`src/rtl/dbc_pkg.sv`:
```
// Shared constants, record kinds and the record-set type of the delimiter balance checker.
package dbc_pkg;

    localparam int DEPTH_BITS = 16;
    localparam int LINE_BITS  = 24;
    localparam int COL_BITS   = 16;
    localparam int REC_SLOTS  = 4;

    localparam logic [7:0] CH_OPEN_BRACE    = 8'h7B;
    localparam logic [7:0] CH_CLOSE_BRACE   = 8'h7D;
    localparam logic [7:0] CH_OPEN_PAREN    = 8'h28;
    localparam logic [7:0] CH_CLOSE_PAREN   = 8'h29;
    localparam logic [7:0] CH_OPEN_BRACKET  = 8'h5B;
    localparam logic [7:0] CH_CLOSE_BRACKET = 8'h5D;
    localparam logic [7:0] CH_NEWLINE       = 8'h0A;

    localparam logic OP_CHAR   = 1'b0;
    localparam logic OP_FINISH = 1'b1;

    typedef enum logic [2:0] {
        KIND_CLOSE_BRACE   = 3'd0,
        KIND_CLOSE_PAREN   = 3'd1,
        KIND_CLOSE_BRACKET = 3'd2,
        KIND_OPEN_BRACE    = 3'd3,
        KIND_OPEN_PAREN    = 3'd4,
        KIND_OPEN_BRACKET  = 3'd5,
        KIND_END           = 3'd6
    } t_err_kind;

    // mask[0..2]: unclosed brace/paren/bracket; mask[3]: final record of kind fin_kind
    typedef struct packed {
        logic [REC_SLOTS-1:0] mask;
        t_err_kind            fin_kind;
        logic [LINE_BITS-1:0] line;
        logic [COL_BITS-1:0]  col;
    } t_rec_set;

endpackage

```
`src/rtl/dbc_track.sv`:
```
// Depth, line and column counters and the record set each word gives rise to.
module dbc_track (
    input  logic                i_clk,
    input  logic                i_rst_n,
    input  logic                i_accept,
    input  logic                i_opcode,
    input  logic [7:0]          i_text_char,
    output dbc_pkg::t_rec_set   o_rec
);

    localparam logic [dbc_pkg::DEPTH_BITS-1:0] DEPTH_MAX = '1;
    localparam logic [dbc_pkg::LINE_BITS-1:0]  LINE_MAX  = '1;
    localparam logic [dbc_pkg::COL_BITS-1:0]   COL_MAX   = '1;
    localparam logic [dbc_pkg::LINE_BITS-1:0]  LINE_ONE  = dbc_pkg::LINE_BITS'(1);
    localparam logic [dbc_pkg::COL_BITS-1:0]   COL_ONE   = dbc_pkg::COL_BITS'(1);

    logic [dbc_pkg::DEPTH_BITS-1:0] r_brace, n_brace;
    logic [dbc_pkg::DEPTH_BITS-1:0] r_paren, n_paren;
    logic [dbc_pkg::DEPTH_BITS-1:0] r_bracket, n_bracket;
    logic [dbc_pkg::LINE_BITS-1:0]  r_line, n_line;
    logic [dbc_pkg::COL_BITS-1:0]   r_col, n_col;
    dbc_pkg::t_rec_set              rec;

    always_comb begin
        n_brace   = r_brace;
        n_paren   = r_paren;
        n_bracket = r_bracket;
        n_line    = r_line;
        n_col     = r_col;
        rec       = '0;
        rec.fin_kind = dbc_pkg::KIND_END;
        rec.line     = r_line;
        rec.col      = r_col;
        if (i_opcode == dbc_pkg::OP_FINISH) begin
            rec.mask  = {1'b1, r_bracket != '0, r_paren != '0, r_brace != '0};
            n_brace   = '0;
            n_paren   = '0;
            n_bracket = '0;
            n_line    = LINE_ONE;
            n_col     = COL_ONE;
        end else if (i_text_char == dbc_pkg::CH_NEWLINE) begin
            n_line = (r_line == LINE_MAX) ? r_line : r_line + LINE_ONE;
            n_col  = COL_ONE;
        end else begin
            n_col   = (r_col == COL_MAX) ? r_col : r_col + COL_ONE;
            rec.col = n_col;   // close errors report the advanced column
            case (i_text_char)
                dbc_pkg::CH_OPEN_BRACE: begin
                    if (r_brace != DEPTH_MAX) n_brace = r_brace + 1'b1;
                end
                dbc_pkg::CH_OPEN_PAREN: begin
                    if (r_paren != DEPTH_MAX) n_paren = r_paren + 1'b1;
                end
                dbc_pkg::CH_OPEN_BRACKET: begin
                    if (r_bracket != DEPTH_MAX) n_bracket = r_bracket + 1'b1;
                end
                dbc_pkg::CH_CLOSE_BRACE: begin
                    if (r_brace == '0) begin
                        rec.mask     = 4'b1000;
                        rec.fin_kind = dbc_pkg::KIND_CLOSE_BRACE;
                    end else begin
                        n_brace = r_brace - 1'b1;
                    end
                end
                dbc_pkg::CH_CLOSE_PAREN: begin
                    if (r_paren == '0) begin
                        rec.mask     = 4'b1000;
                        rec.fin_kind = dbc_pkg::KIND_CLOSE_PAREN;
                    end else begin
                        n_paren = r_paren - 1'b1;
                    end
                end
                dbc_pkg::CH_CLOSE_BRACKET: begin
                    if (r_bracket == '0) begin
                        rec.mask     = 4'b1000;
                        rec.fin_kind = dbc_pkg::KIND_CLOSE_BRACKET;
                    end else begin
                        n_bracket = r_bracket - 1'b1;
                    end
                end
                default: begin
                end
            endcase
        end
    end

    always_ff @(posedge i_clk) begin
        if (!i_rst_n) begin
            r_brace   <= '0;
            r_paren   <= '0;
            r_bracket <= '0;
            r_line    <= LINE_ONE;
            r_col     <= COL_ONE;
        end else if (i_accept) begin
            r_brace   <= n_brace;
            r_paren   <= n_paren;
            r_bracket <= n_bracket;
            r_line    <= n_line;
            r_col     <= n_col;
        end
    end

    assign o_rec = rec;

endmodule

```
`config.mk`:
```
export PLATFORM = sky130hd
export DESIGN_NAME = dbc_track
export DESIGN_NICKNAME = d
export VERILOG_FILES = /design/src/rtl/dbc_pkg.sv /design/src/rtl/dbc_track.sv
export SDC_FILE = /design/constraint.sdc
export NUM_CORES = 1
export LEC_CHECK = 0
export BUFFER_PORTS_ARGS = -buffer_cell sky130_fd_sc_hd__clkbuf_2
export CAP_MARGIN = 20
export CORE_MARGIN = 8
export CORE_UTILIZATION = 34
export CTS_CLUSTER_DIAMETER = 30
export DETAILED_ROUTE_END_ITERATION = 10
export PLACE_DENSITY_LB_ADDON = 0.15
export REMOVE_ABC_BUFFERS = 1
export SETUP_SLACK_MARGIN = 0.3
export SLEW_MARGIN = 20
export SYNTH_ARGS = -nofsm -noshare
export SYNTH_HDL_FRONTEND = slang
export SYNTH_SLANG_ARGS = --single-unit
```
`constraint.sdc`:
```
create_clock -name i_clk -period 4.89 [get_ports i_clk]
set_clock_uncertainty 0.15 [all_clocks]
set_input_delay 0.7335 -clock i_clk [delete_from_list [all_inputs] [get_ports i_clk]]
set_output_delay 0.7335 -clock i_clk [all_outputs]
set_load 0.1 [all_outputs]
```
==> impl_metrics.csv, run 1 <==
group,metric,value,unit
run_status,status,"finished clean",
cts,clkLatencyLatePin,0.35,ns
global_routing,antenna_found_initial,0,
final_layout,drive_above_1_share,16.14,%
critical_path,crit_slowest_cell,"or4_1",
route,vias,6329,
logic_synthesis,synthDistinctLibCells,86,
critical_path,arrival,3.07,ns
die,rows,50,
critical_path,endpoint_kind,"output pin",
timing,max_slew_margin,47.20,%
global_routing,grtUsageTotal,15.90,%
critical_path,cp.required,4.01,ns
place,routabilityCongestion,0.8067,
die,dieArea,0.02346,mm²
cts,cts_setup_buffers,0,
power,vdd_drop_max,161.7,µV
place,dpl_cell_area,0.006782,mm²
cts,clockBufferDepth,2,
logic_synthesis,synth_edf_count,0,
timing,tns,0,ns
logic_synthesis,yosysWarnings,0,
global_routing,grt_max_degree,37,
die,initial_core_util,34.43,%
logic_synthesis,async_flop_share,0,%
final_layout,antenna_cells,0,
place,port_buffers,58,
timing,setup_viol,0,
timing,tightestPinTransition,0.7901,ns
power,total_leakage_power,2.568,nW
critical_path,path_class,"primary input to output pin",
final_layout,syn2layout_area_growth,10.39,%
cts,cts_sinks,88,
route,wire_per_inst,17.35,µm
timing,drv_slew,0,
critical_path,crit_top_cell,"clkbuf_2",
place,dp.final_hpwl,13120,µm
final_layout,multiInputGateArea,0.004265,mm²
cts,clockRootBuffer,"clkbuf_16",
final_layout,final-seq-area,0.001762,mm²
timing,hold_violations,0,
critical_path,worstSetupStartpointType,"primary input",
cts,hold_buffers,0,
cts,cts_tree,"yes",
job,maxCapViolCount,0,
route,drt_iter0_markers,348,
die,ioPinCount,59,
die,die_w,153.2,µm
logic_synthesis,synth-seq-area-share,27.54,%
route,vias_per_cell,5.844,
power,power,1.542,mW
logic_synthesis,avgSynthCellArea,7.783,µm²
logic_synthesis,syn_area,0.006397,mm²
route,wirelength,18790,µm
min_path,hp-class,"flop to flop",
route,drc_errors,0,
critical_path,slowest_delay,0.68,ns
route,drtPass1Iterations,7,
cts,cts_resized,0,
global_routing,grt_pass1_vias,5939,
die,die_h,153.2,µm
timing,period_minus_slack,3.958,ns
cts,cts-htree-levels,3,
logic_synthesis,ys_ff_latch,88,
cts,cts_made_buffers,9,
global_routing,grt_first_pass_wirelength,31130,µm
route,final_antenna_net_count,0,
timing,rsz0062_at_grt,"false",
timing,post-route-period-util,80.93,%
final_layout,finalInstanceArea,0.007062,mm²
final_layout,nets,867,
final_layout,final_util,38.01,%
power,p_per_area,218.4,mW/mm²
logic_synthesis,syn_inst,822,
global_routing,grt-ovfl-total,0,
die,core,0.01858,mm²
cts,clkTransAtPathRegs,0.07,ns
critical_path,path_max_fanout,12,
logic_synthesis,synthFlopType,"dfxtp_1",
timing,clock.fmax,252.7,MHz
final_layout,fill_cells,1945,
critical_path,crit_path_cell_trace,"clkbuf_2 -> or4_1 -> o21ai_2 -> a21oi_1 -> mux2_2 -> clkbuf_2",
## path summary, 6_finish.rpt
path,slack [ns],end,cells past startpoint,startpoint
max,0.93,o_rec[1],6,i_text_char[4]
min,0.35,r_brace[13],2,r_brace[13]
max reg2reg,2.06,r_brace[15],6,r_brace[1]
min reg2reg,0.35,r_brace[13],2,r_brace[13]
## flip-flops by register name, indices dropped and copies added, names as in the netlist
| name | flops |
|---|---|
| r_brace | 16 |
| r_line | 24 |
| r_bracket | 16 |
| r_col | 16 |
| r_paren | 16 |
## critical path, delay by kind of cell
family / cells / cell delay (ns)
buffers and inverters: 2 / 0.57
AO/OA/AOI/OAI: 2 / 0.79
AND/OR/NAND/NOR: 1 / 0.68
multiplexers: 1 / 0.29
## power by group
part           internal [mW]  total (mW)  switching [mW]
sequential             0.718       0.721         0.00286
clock                  0.351       0.685           0.334
combinational         0.0335       0.136           0.103
total                   1.10        1.54           0.439
## layer usage
metal	up-vias	part of all wire [%]	track usage (%)
met5	-	0	0
met4	0	1.1	3.959
met3	19	4.0	3.834
met2	123	46	25.86
met1	3015	49	20.72
li1	3172	-	-
## cells by family (layout without fill, tap and decap cells)
family	after synthesis	count (layout)	share of synthesized area (%)
compound gates	211	211	23.88
flops	88	88	27.54
mux	7	7	1.154
buf+inv	73	100	5.848
xor+xnor	38	38	5.202
fa+ha+maj	11	11	2.151
simple gates	394	394	34.23
## placed cells by master, fill, tap and decap left out, types with 15 or more instances in the layout
| cell type | instances |
|---|---|
| nand2_1 | 65 |
| a31oi_1 | 15 |
| nor4_1 | 20 |
| and2_1 | 17 |
| nand4_1 | 28 |
| clkbuf_2 | 55 |
| and3_1 | 18 |
| a21oi_1 | 42 |
| dfxtp_1 | 88 |
| o21ai_0 | 27 |
| nor2_1 | 80 |
| xnor2_1 | 22 |
| or3_1 | 18 |
| xor2_1 | 16 |
| nor3_1 | 43 |
| nand3_1 | 38 |
## cells in the mapped netlist, types with 13 or more instances
| cell | instances | area, µm² |
|---|---|---|
| nor3_1 | 43 | 215.2 |
| and3_1 | 18 | 112.6 |
| xor2_1 | 16 | 140.1 |
| nand2_1 | 65 | 244.0 |
| inv_1 | 13 | 48.80 |
| nor4_1 | 20 | 125.1 |
| o21ai_0 | 27 | 135.1 |
| clkbuf_1 | 35 | 131.4 |
| a21oi_1 | 42 | 210.2 |
| nand4_1 | 28 | 175.2 |
| or3_1 | 18 | 112.6 |
| dfxtp_1 | 88 | 1762 |
| and2_1 | 17 | 106.4 |
| a31oi_1 | 15 | 93.84 |
| xnor2_1 | 22 | 192.7 |
| nand3_1 | 38 | 190.2 |
| nor2_1 | 80 | 300.3 |
## stage by stage
stage | instances | worst slack, ns | hold slack, ns
finish | 1083 | 0.9323 | 0.3488
global placement | 1067 | 0.9482 | 0.3317
CTS | 1083 | 0.9134 | 0.3500
detailed placement | 1067 | 0.9232 | 0.3401
global route | 1083 | 0.7770 | 0.3714
floorplan | 764 | 0.1452 | 0.3117
## area by class of cell
class                           count  area share (%)
Clock buffer                        9           3.189
Clock inverter                      7          0.7796
Inverter                           15          0.7973
Multi-Input combinational cell    661           60.40
Sequential cell                    88           24.95
Tap cell                          234           4.146
Timing Repair Buffer               69           5.741
(Power assumes the default switching activity.)
==> run 2, diff against run 1 <==
ABC_AREA = 1   (was unset)
clock period = 3.9 ns   (was 4.89 ns; I/O delays follow)
==> run 2 against run 1 <==
Net effect: sequential power grew 28%; count of clock-buffer cells in the layout is the same; cell area rose by 13%; power increased by 39%; via count is 21% higher; critical path type is now flop to output pin; critical endpoint is now o_rec[13].
==> impl_metrics.csv, run 2 <==
group,metric,value,unit
timing,max_slew_margin,43.54,%
cts,cts_sinks,88,
cts,clkLatencyLatePin,0.36,ns
final_layout,largest_reg_flops,24,
final_layout,nets,1267,
cts,cts_made_buffers,9,
critical_path,regToRegSetupSlack,1.43,ns
timing,period_minus_slack,3.342,ns
route,vias,7653,
logic_synthesis,synth_most_common_cell,"nand2_1",
cts,cts_tree,"yes",
final_layout,finalInstanceArea,0.007991,mm²
power,vdd_drop_max,187.8,µV
logic_synthesis,synth_top_area_cell,"dfxtp_1",
logic_synthesis,synth_edf_count,0,
place,port_buffers,58,
critical_path,cp_num_buf_inv,3,
timing,post-route-period-util,85.69,%
critical_path,endpoint_kind,"output pin",
die,die_h,160.6,µm
final_layout,fill_cells,2299,
place,dp.final_hpwl,16590,µm
final_layout,stdcell_count,1524,
die,dieArea,0.02579,mm²
route,drc_errors,0,
route,vias_per_cell,5.022,
min_path,hold_path_depth,2,
logic_synthesis,async_flop_share,0,%
logic_synthesis,synth-seq-area-share,24.78,%
cts,clockBufferDepth,2,
logic_synthesis,synth_common_cells,"nand2_1 (334), inv_1 (155), nand3_1 (118), a21oi_1 (100), nor2_1 (93)",
min_path,hp-class,"flop to flop",
die,rows,53,
power,switching_power,674.8,µW
timing,tightestPinTransition,0.8460,ns
final_layout,drive_above_1_share,10.01,%
critical_path,slowest_delay,0.49,ns
global_routing,grt_max_degree,55,
critical_path,worstSetupStartpointType,"flop",
place,routabilityCongestion,0.8905,
power,p_per_area,268.9,mW/mm²
power,pwr-share-comb,13.7,%
critical_path,r2r-start,"r_line[7]",
logic_synthesis,ys_ff_latch,88,
logic_synthesis,synthDistinctLibCells,50,
logic_synthesis,synthFlopType,"dfxtp_1",
route,drtPass1Iterations,5,
cts,clockRootBuffer,"clkbuf_16",
job,maxCapViolCount,0,
global_routing,grtUsageTotal,17.06,%
logic_synthesis,syn_area,0.007108,mm²
cts,cts-htree-levels,3,
critical_path,crit_slowest_cell,"clkbuf_2",
final_layout,syn2layout_area_growth,12.43,%
critical_path,worstRegToRegCells,10,
power,pwr-share-clk,43.2,%
critical_path,cp.required,3.16,ns
critical_path,reg2reg_to,"r_line[9]",
route,drt_iter0_markers,512,
critical_path,path_max_fanout,8,
place,dp.cells,1507,
timing,drv_slew,0,
power,p_seq_share,43.1,%
route,final_antenna_net_count,0,
logic_synthesis,syn_inst,1198,
global_routing,antenna_found_initial,1,
critical_path,cpLargestDelayFamily,"buffers and inverters",
global_routing,grt_first_pass_wirelength,36520,µm
final_layout,final_cell_mix,"nand2_1 (334), inv_1 (155), nand3_1 (118), a21oi_1 (100), nor2_1 (92)",
global_routing,grt_pass1_vias,7254,
timing,rsz0062_at_grt,"false",
logic_synthesis,synth_top_cell_area_share,24.78,%
timing,hold_violations,0,
power,total_leakage_power,3.386,nW
route,wirelength,22160,µm
min_path,min_from,"r_brace[14]",
final_layout,antenna_cells,0,
die,ioPinCount,59,
timing,clock.fmax,299.2,MHz
timing,setup_viol,0,
logic_synthesis,yosysWarnings,0,
critical_path,arrival,2.61,ns
place,dpl_cell_area,0.007657,mm²
logic_synthesis,ys_top_cells_by_area,"dfxtp_1 (25%), nand2_1 (18%), nand3_1 (8.3%)",
min_path,worst_hold_path.endpoint,"r_brace[14]",
die,die_w,160.6,µm
final_layout,largest_register,"r_line",
die,core,0.02076,mm²
route,wire_per_inst,14.54,µm
run_status,status,"finished clean",
power,swShare,31.40,%
die,initial_core_util,34.25,%
cts,clkTransAtPathRegs,0.07,ns
final_layout,final_common_cell,"nand2_1",
critical_path,crit_path_cell_trace,"ha_1 -> nand2_1 -> nor3_2 -> nand4_1 -> buf_4 -> clkinv_1 -> a21oi_1 -> o21ai_0 -> nand2_1 -> o21ai_0 -> clkbuf_2",
critical_path,path_class,"flop to output pin",
logic_synthesis,avgSynthCellArea,5.933,µm²
power,internal-power,1.474,mW
global_routing,grt-ovfl-total,0,
## run 2: changes by cell type in the layout (fill, tap and decap cells not counted), sizes merged, moves of 12 or more
cell	change
nand2	+275
inv	+146
nand3	+81
a21oi	+59
o21ai	+33
nor2	+25
or3	-21
nor3	-20
and3	-17
xnor2	-16
and2	-15
a31oi	-12
## run 2: final cells by class
cell class	count	area [µm²]	share of cell area, %
Clock buffer	9	225.2	2.818
Multi-Input combinational cell	912	4567	57.15
Timing Repair Buffer	70	397.9	4.979
Inverter	163	613.1	7.672
Tap cell	275	344.1	4.306
Sequential cell	88	1762	22.04
Clock inverter	7	82.58	1.033
## run 2: kinds of logic (layout without fill, tap and decap cells)
family / after synthesis / count (layout) / synth area share, %
DFF: 88 / 88 / 24.78
adders and majority gates: 11 / 11 / 1.936
AOI/OAI and AO/OA: 214 / 214 / 17.43
buffers and inverters: 198 / 249 / 11.14
and+or+nand+nor: 658 / 658 / 41.14
xor gates and xnor gates: 29 / 29 / 3.573
## run 2: power by group through the flow
stage	sequential, mW	combinational, mW	clock (mW)
final	0.926	0.294	0.929
after global routing	0.928	0.318	0.997
after CTS	0.926	0.296	0.969
after detailed placement	0.947	0.294	0
after global placement	0.947	0.296	0
after floorplan	0.952	0.205	0
## run 2: worst max path at each step
stage | start | end | slack, ns | cells past startpoint
floorplan | i_text_char[0] | o_rec[10] | -0.34 | 5
global placement | i_text_char[3] | o_rec[0] | 0.46 | 9
CTS | r_col[0] | o_rec[13] | 0.34 | 10
global route | r_col[0] | o_rec[13] | 0.35 | 11
detailed placement | i_text_char[3] | o_rec[0] | 0.42 | 9
finish | r_col[0] | o_rec[13] | 0.56 | 11
## run 2: timing repair
item,in CTS,in global routing
buffers inserted,0,1
gates resized for setup,2,6
hold endpoints to repair,0,0
hold buffers,0,0
endpoints found under the setup margin,2,13
cloned,0,0
pin swaps,0,1
## run 2: routing by layer
layer	part of all wire (%)	GRT usage, %	wire length (µm)
met1	49	22.26	10850
met2	46	28.33	10110
met3	4.3	3.660	962
met4	1.0	3.653	230
met5	0.059	0	13
## run 2: tightest hold or removal path, cell delays in order (launching register included)
cell and delay, ns:
dfxtp_1 0.33, nand2_1 0.06, a21oi_1 0.05
## run 2: per-stage QoR
step	power, mW	setup TNS, ns	utilization [%]	hold slack, ns	setup WS [ns]
3_3_place_gp	1.243	0	36.89	0.3227	0.4579
6_report	2.149	0	38.50	0.3382	0.5583
4_1_cts	2.191	0	38.40	0.3349	0.3406
5_1_grt	2.242	0	38.50	0.3500	0.3451
2_1_floorplan	1.157	-5.451	-	0.3084	-0.3418
3_5_place_dp	1.242	0	36.89	0.3238	0.4170
==> run 3, diff against run 2 <==
ABC_AREA = unset   (was 1)
==> run 3 against run 2 <==
Net effect: register-to-register slack got worse by 0.40 ns; core utilization rose by 1.3 points; hold slack gained 0.013 ns; non-clock buffer count is 5 higher; sequential power shrank 2.5%; clock power increased by 0.5%; first-iteration DRC count is 32% lower; routed wire length fell by 14%; largest power group unchanged.
==> impl_metrics.csv, run 3 (synthesis results as in run 1) <==
group,metric,value,unit
run_status,status,"finished clean",
timing,max_slew_margin,48.77,%
critical_path,path_class,"flop to output pin",
final_layout,drive_above_1_share,16.96,%
min_path,min_from,"r_brace[13]",
cts,clkLatencyLatePin,0.35,ns
die,ioPinCount,59,
route,wire_per_inst,17.47,µm
route,vias_per_cell,5.865,
global_routing,antenna_found_initial,0,
timing,tns,0,ns
timing,post-route-period-util,85.16,%
route,drt_iter0_markers,346,
place,dpl_cell_area,0.007082,mm²
place,port_buffers,58,
die,die_h,153.2,µm
global_routing,grt_max_degree,35,
final_layout,final_cell_mix,"dfxtp_1 (88), nor2_1 (80), nand2_1 (65), nor3_1 (43), a21oi_1 (42)",
place,routabilityCongestion,0.8521,
route,vias,6387,
timing,hold_violations,0,
final_layout,syn2layout_area_growth,15.69,%
die,core,0.01858,mm²
critical_path,path_max_fanout,10,
cts,cts-htree-levels,3,
critical_path,crit_slowest_cell,"nor4_4",
final_layout,largest_reg_flops,24,
final_layout,finalInstanceArea,0.007401,mm²
global_routing,grtUsageTotal,16.23,%
power,p_per_area,273.2,mW/mm²
timing,drv_slew,0,
timing,setup_viol,0,
critical_path,crit_path_cell_trace,"nor4_4 -> nand3_2 -> or3_2 -> o221ai_1 -> nand2_1 -> buf_4",
critical_path,worstSetupStartpointType,"flop",
timing,period_minus_slack,3.321,ns
final_layout,final_util,39.83,%
cts,cts_sinks,88,
die,dieArea,0.02346,mm²
final_layout,nets,873,
final_layout,largest_register,"r_line",
power,total_leakage_power,2.679,nW
global_routing,grt-ovfl-total,0,
cts,clkTransAtPathRegs,0.08,ns
cts,cts_tree,"yes",
critical_path,slowest_delay,0.55,ns
global_routing,grt_pass1_vias,6137,
place,dp.final_hpwl,13380,µm
timing,tightestPinTransition,0.7666,ns
critical_path,startpoint,"r_bracket[2]",
place,dp_slack,0.4312,ns
die,die_w,153.2,µm
cts,cts_setup_buffers,0,
critical_path,cp.required,3.16,ns
global_routing,grt_first_pass_wirelength,31750,µm
cts,clockBufferDepth,2,
power,vdd_drop_max,214.7,µV
die,initial_core_util,34.43,%
timing,layout_setup_ws,0.5787,ns
cts,hold_buffers,0,
critical_path,arrival,2.59,ns
job,maxCapViolCount,0,
critical_path,worstRegToRegCells,7,
die,rows,50,
cts,clockRootBuffer,"clkbuf_16",
route,drc_errors,0,
final_layout,antenna_cells,0,
power,power,2.022,mW
critical_path,r2r-start,"r_brace[1]",
min_path,hp-class,"flop to flop",
cts,cts_made_buffers,9,
cts,cts_resized,0,
route,drtPass1Iterations,5,
timing,rsz0062_at_grt,"false",
timing,clock.fmax,301.1,MHz
route,final_antenna_net_count,0,
route,wirelength,19030,µm
min_path,hold_path_depth,2,
critical_path,endpoint_kind,"output pin",
final_layout,final_common_cell,"dfxtp_1",
-- run 3: cell types whose count changed in the layout (fill, tap and decap cells not counted), moves of 12 or more --
| cell | change |
|---|---|
| inv_1 | -142 |
| xnor2_1 | +16 |
| a21oi_1 | -58 |
| buf_12 | +19 |
| nand2_1 | -269 |
| and2_1 | +14 |
| nor3_1 | +16 |
| or3_1 | +18 |
| nor2_1 | -12 |
| o21ai_0 | -33 |
| and3_1 | +15 |
| nand3_1 | -80 |
| a31oi_1 | +12 |
-- run 3: metrics by stage --
step	cells	hold WS (ns)
after floorplan	764	0.3117
after global placement	1073	0.3392
after detailed placement	1073	0.3398
after CTS	1089	0.3499
after global routing	1089	0.3929
final	1089	0.3517
-- run 3: final timing paths --
path / to / slack (ns)
min: r_brace[13] / 0.35
min reg2reg: r_brace[13] / 0.35
max reg2reg: r_brace[12] / 1.03
max: o_rec[42] / 0.58
-- run 3: metal layers --
layer  vias to the layer above  GRT usage (%)  share of wire (%)
met1                      3014          21.12                 49
met4                         0          5.655                2.0
met5                         -              0                  0
met2                       152          26.29                 45
met3                        29          3.129                4.4
li1                       3192              -                  -
-- run 3: area by class of cell --
cell class	instances	area (µm²)
fillers	1889	11180
clock buffers	9	225.2
flip-flops and latches	88	1762
inverters	15	56.30
repair buffers	75	705.7
multi-input cells	661	4275
well taps	234	292.8
clock inverters	7	83.83
-- run 3: power breakdown --
group | switching [mW] | internal (mW)
clock network | 0.424 | 0.510
registers | 0.00327 | 0.900
logic | 0.132 | 0.0527
-- run 3: critical path, delay by kind of cell, from the launching register on --
| kind | cells | cell delay (ns) |
|---|---|---|
| AO/OA/AOI/OAI | 1 | 0.21 |
| buffers and inverters | 1 | 0.26 |
| AND/OR/NAND/NOR | 4 | 1.34 |
| flip-flops | 1 | 0.42 |
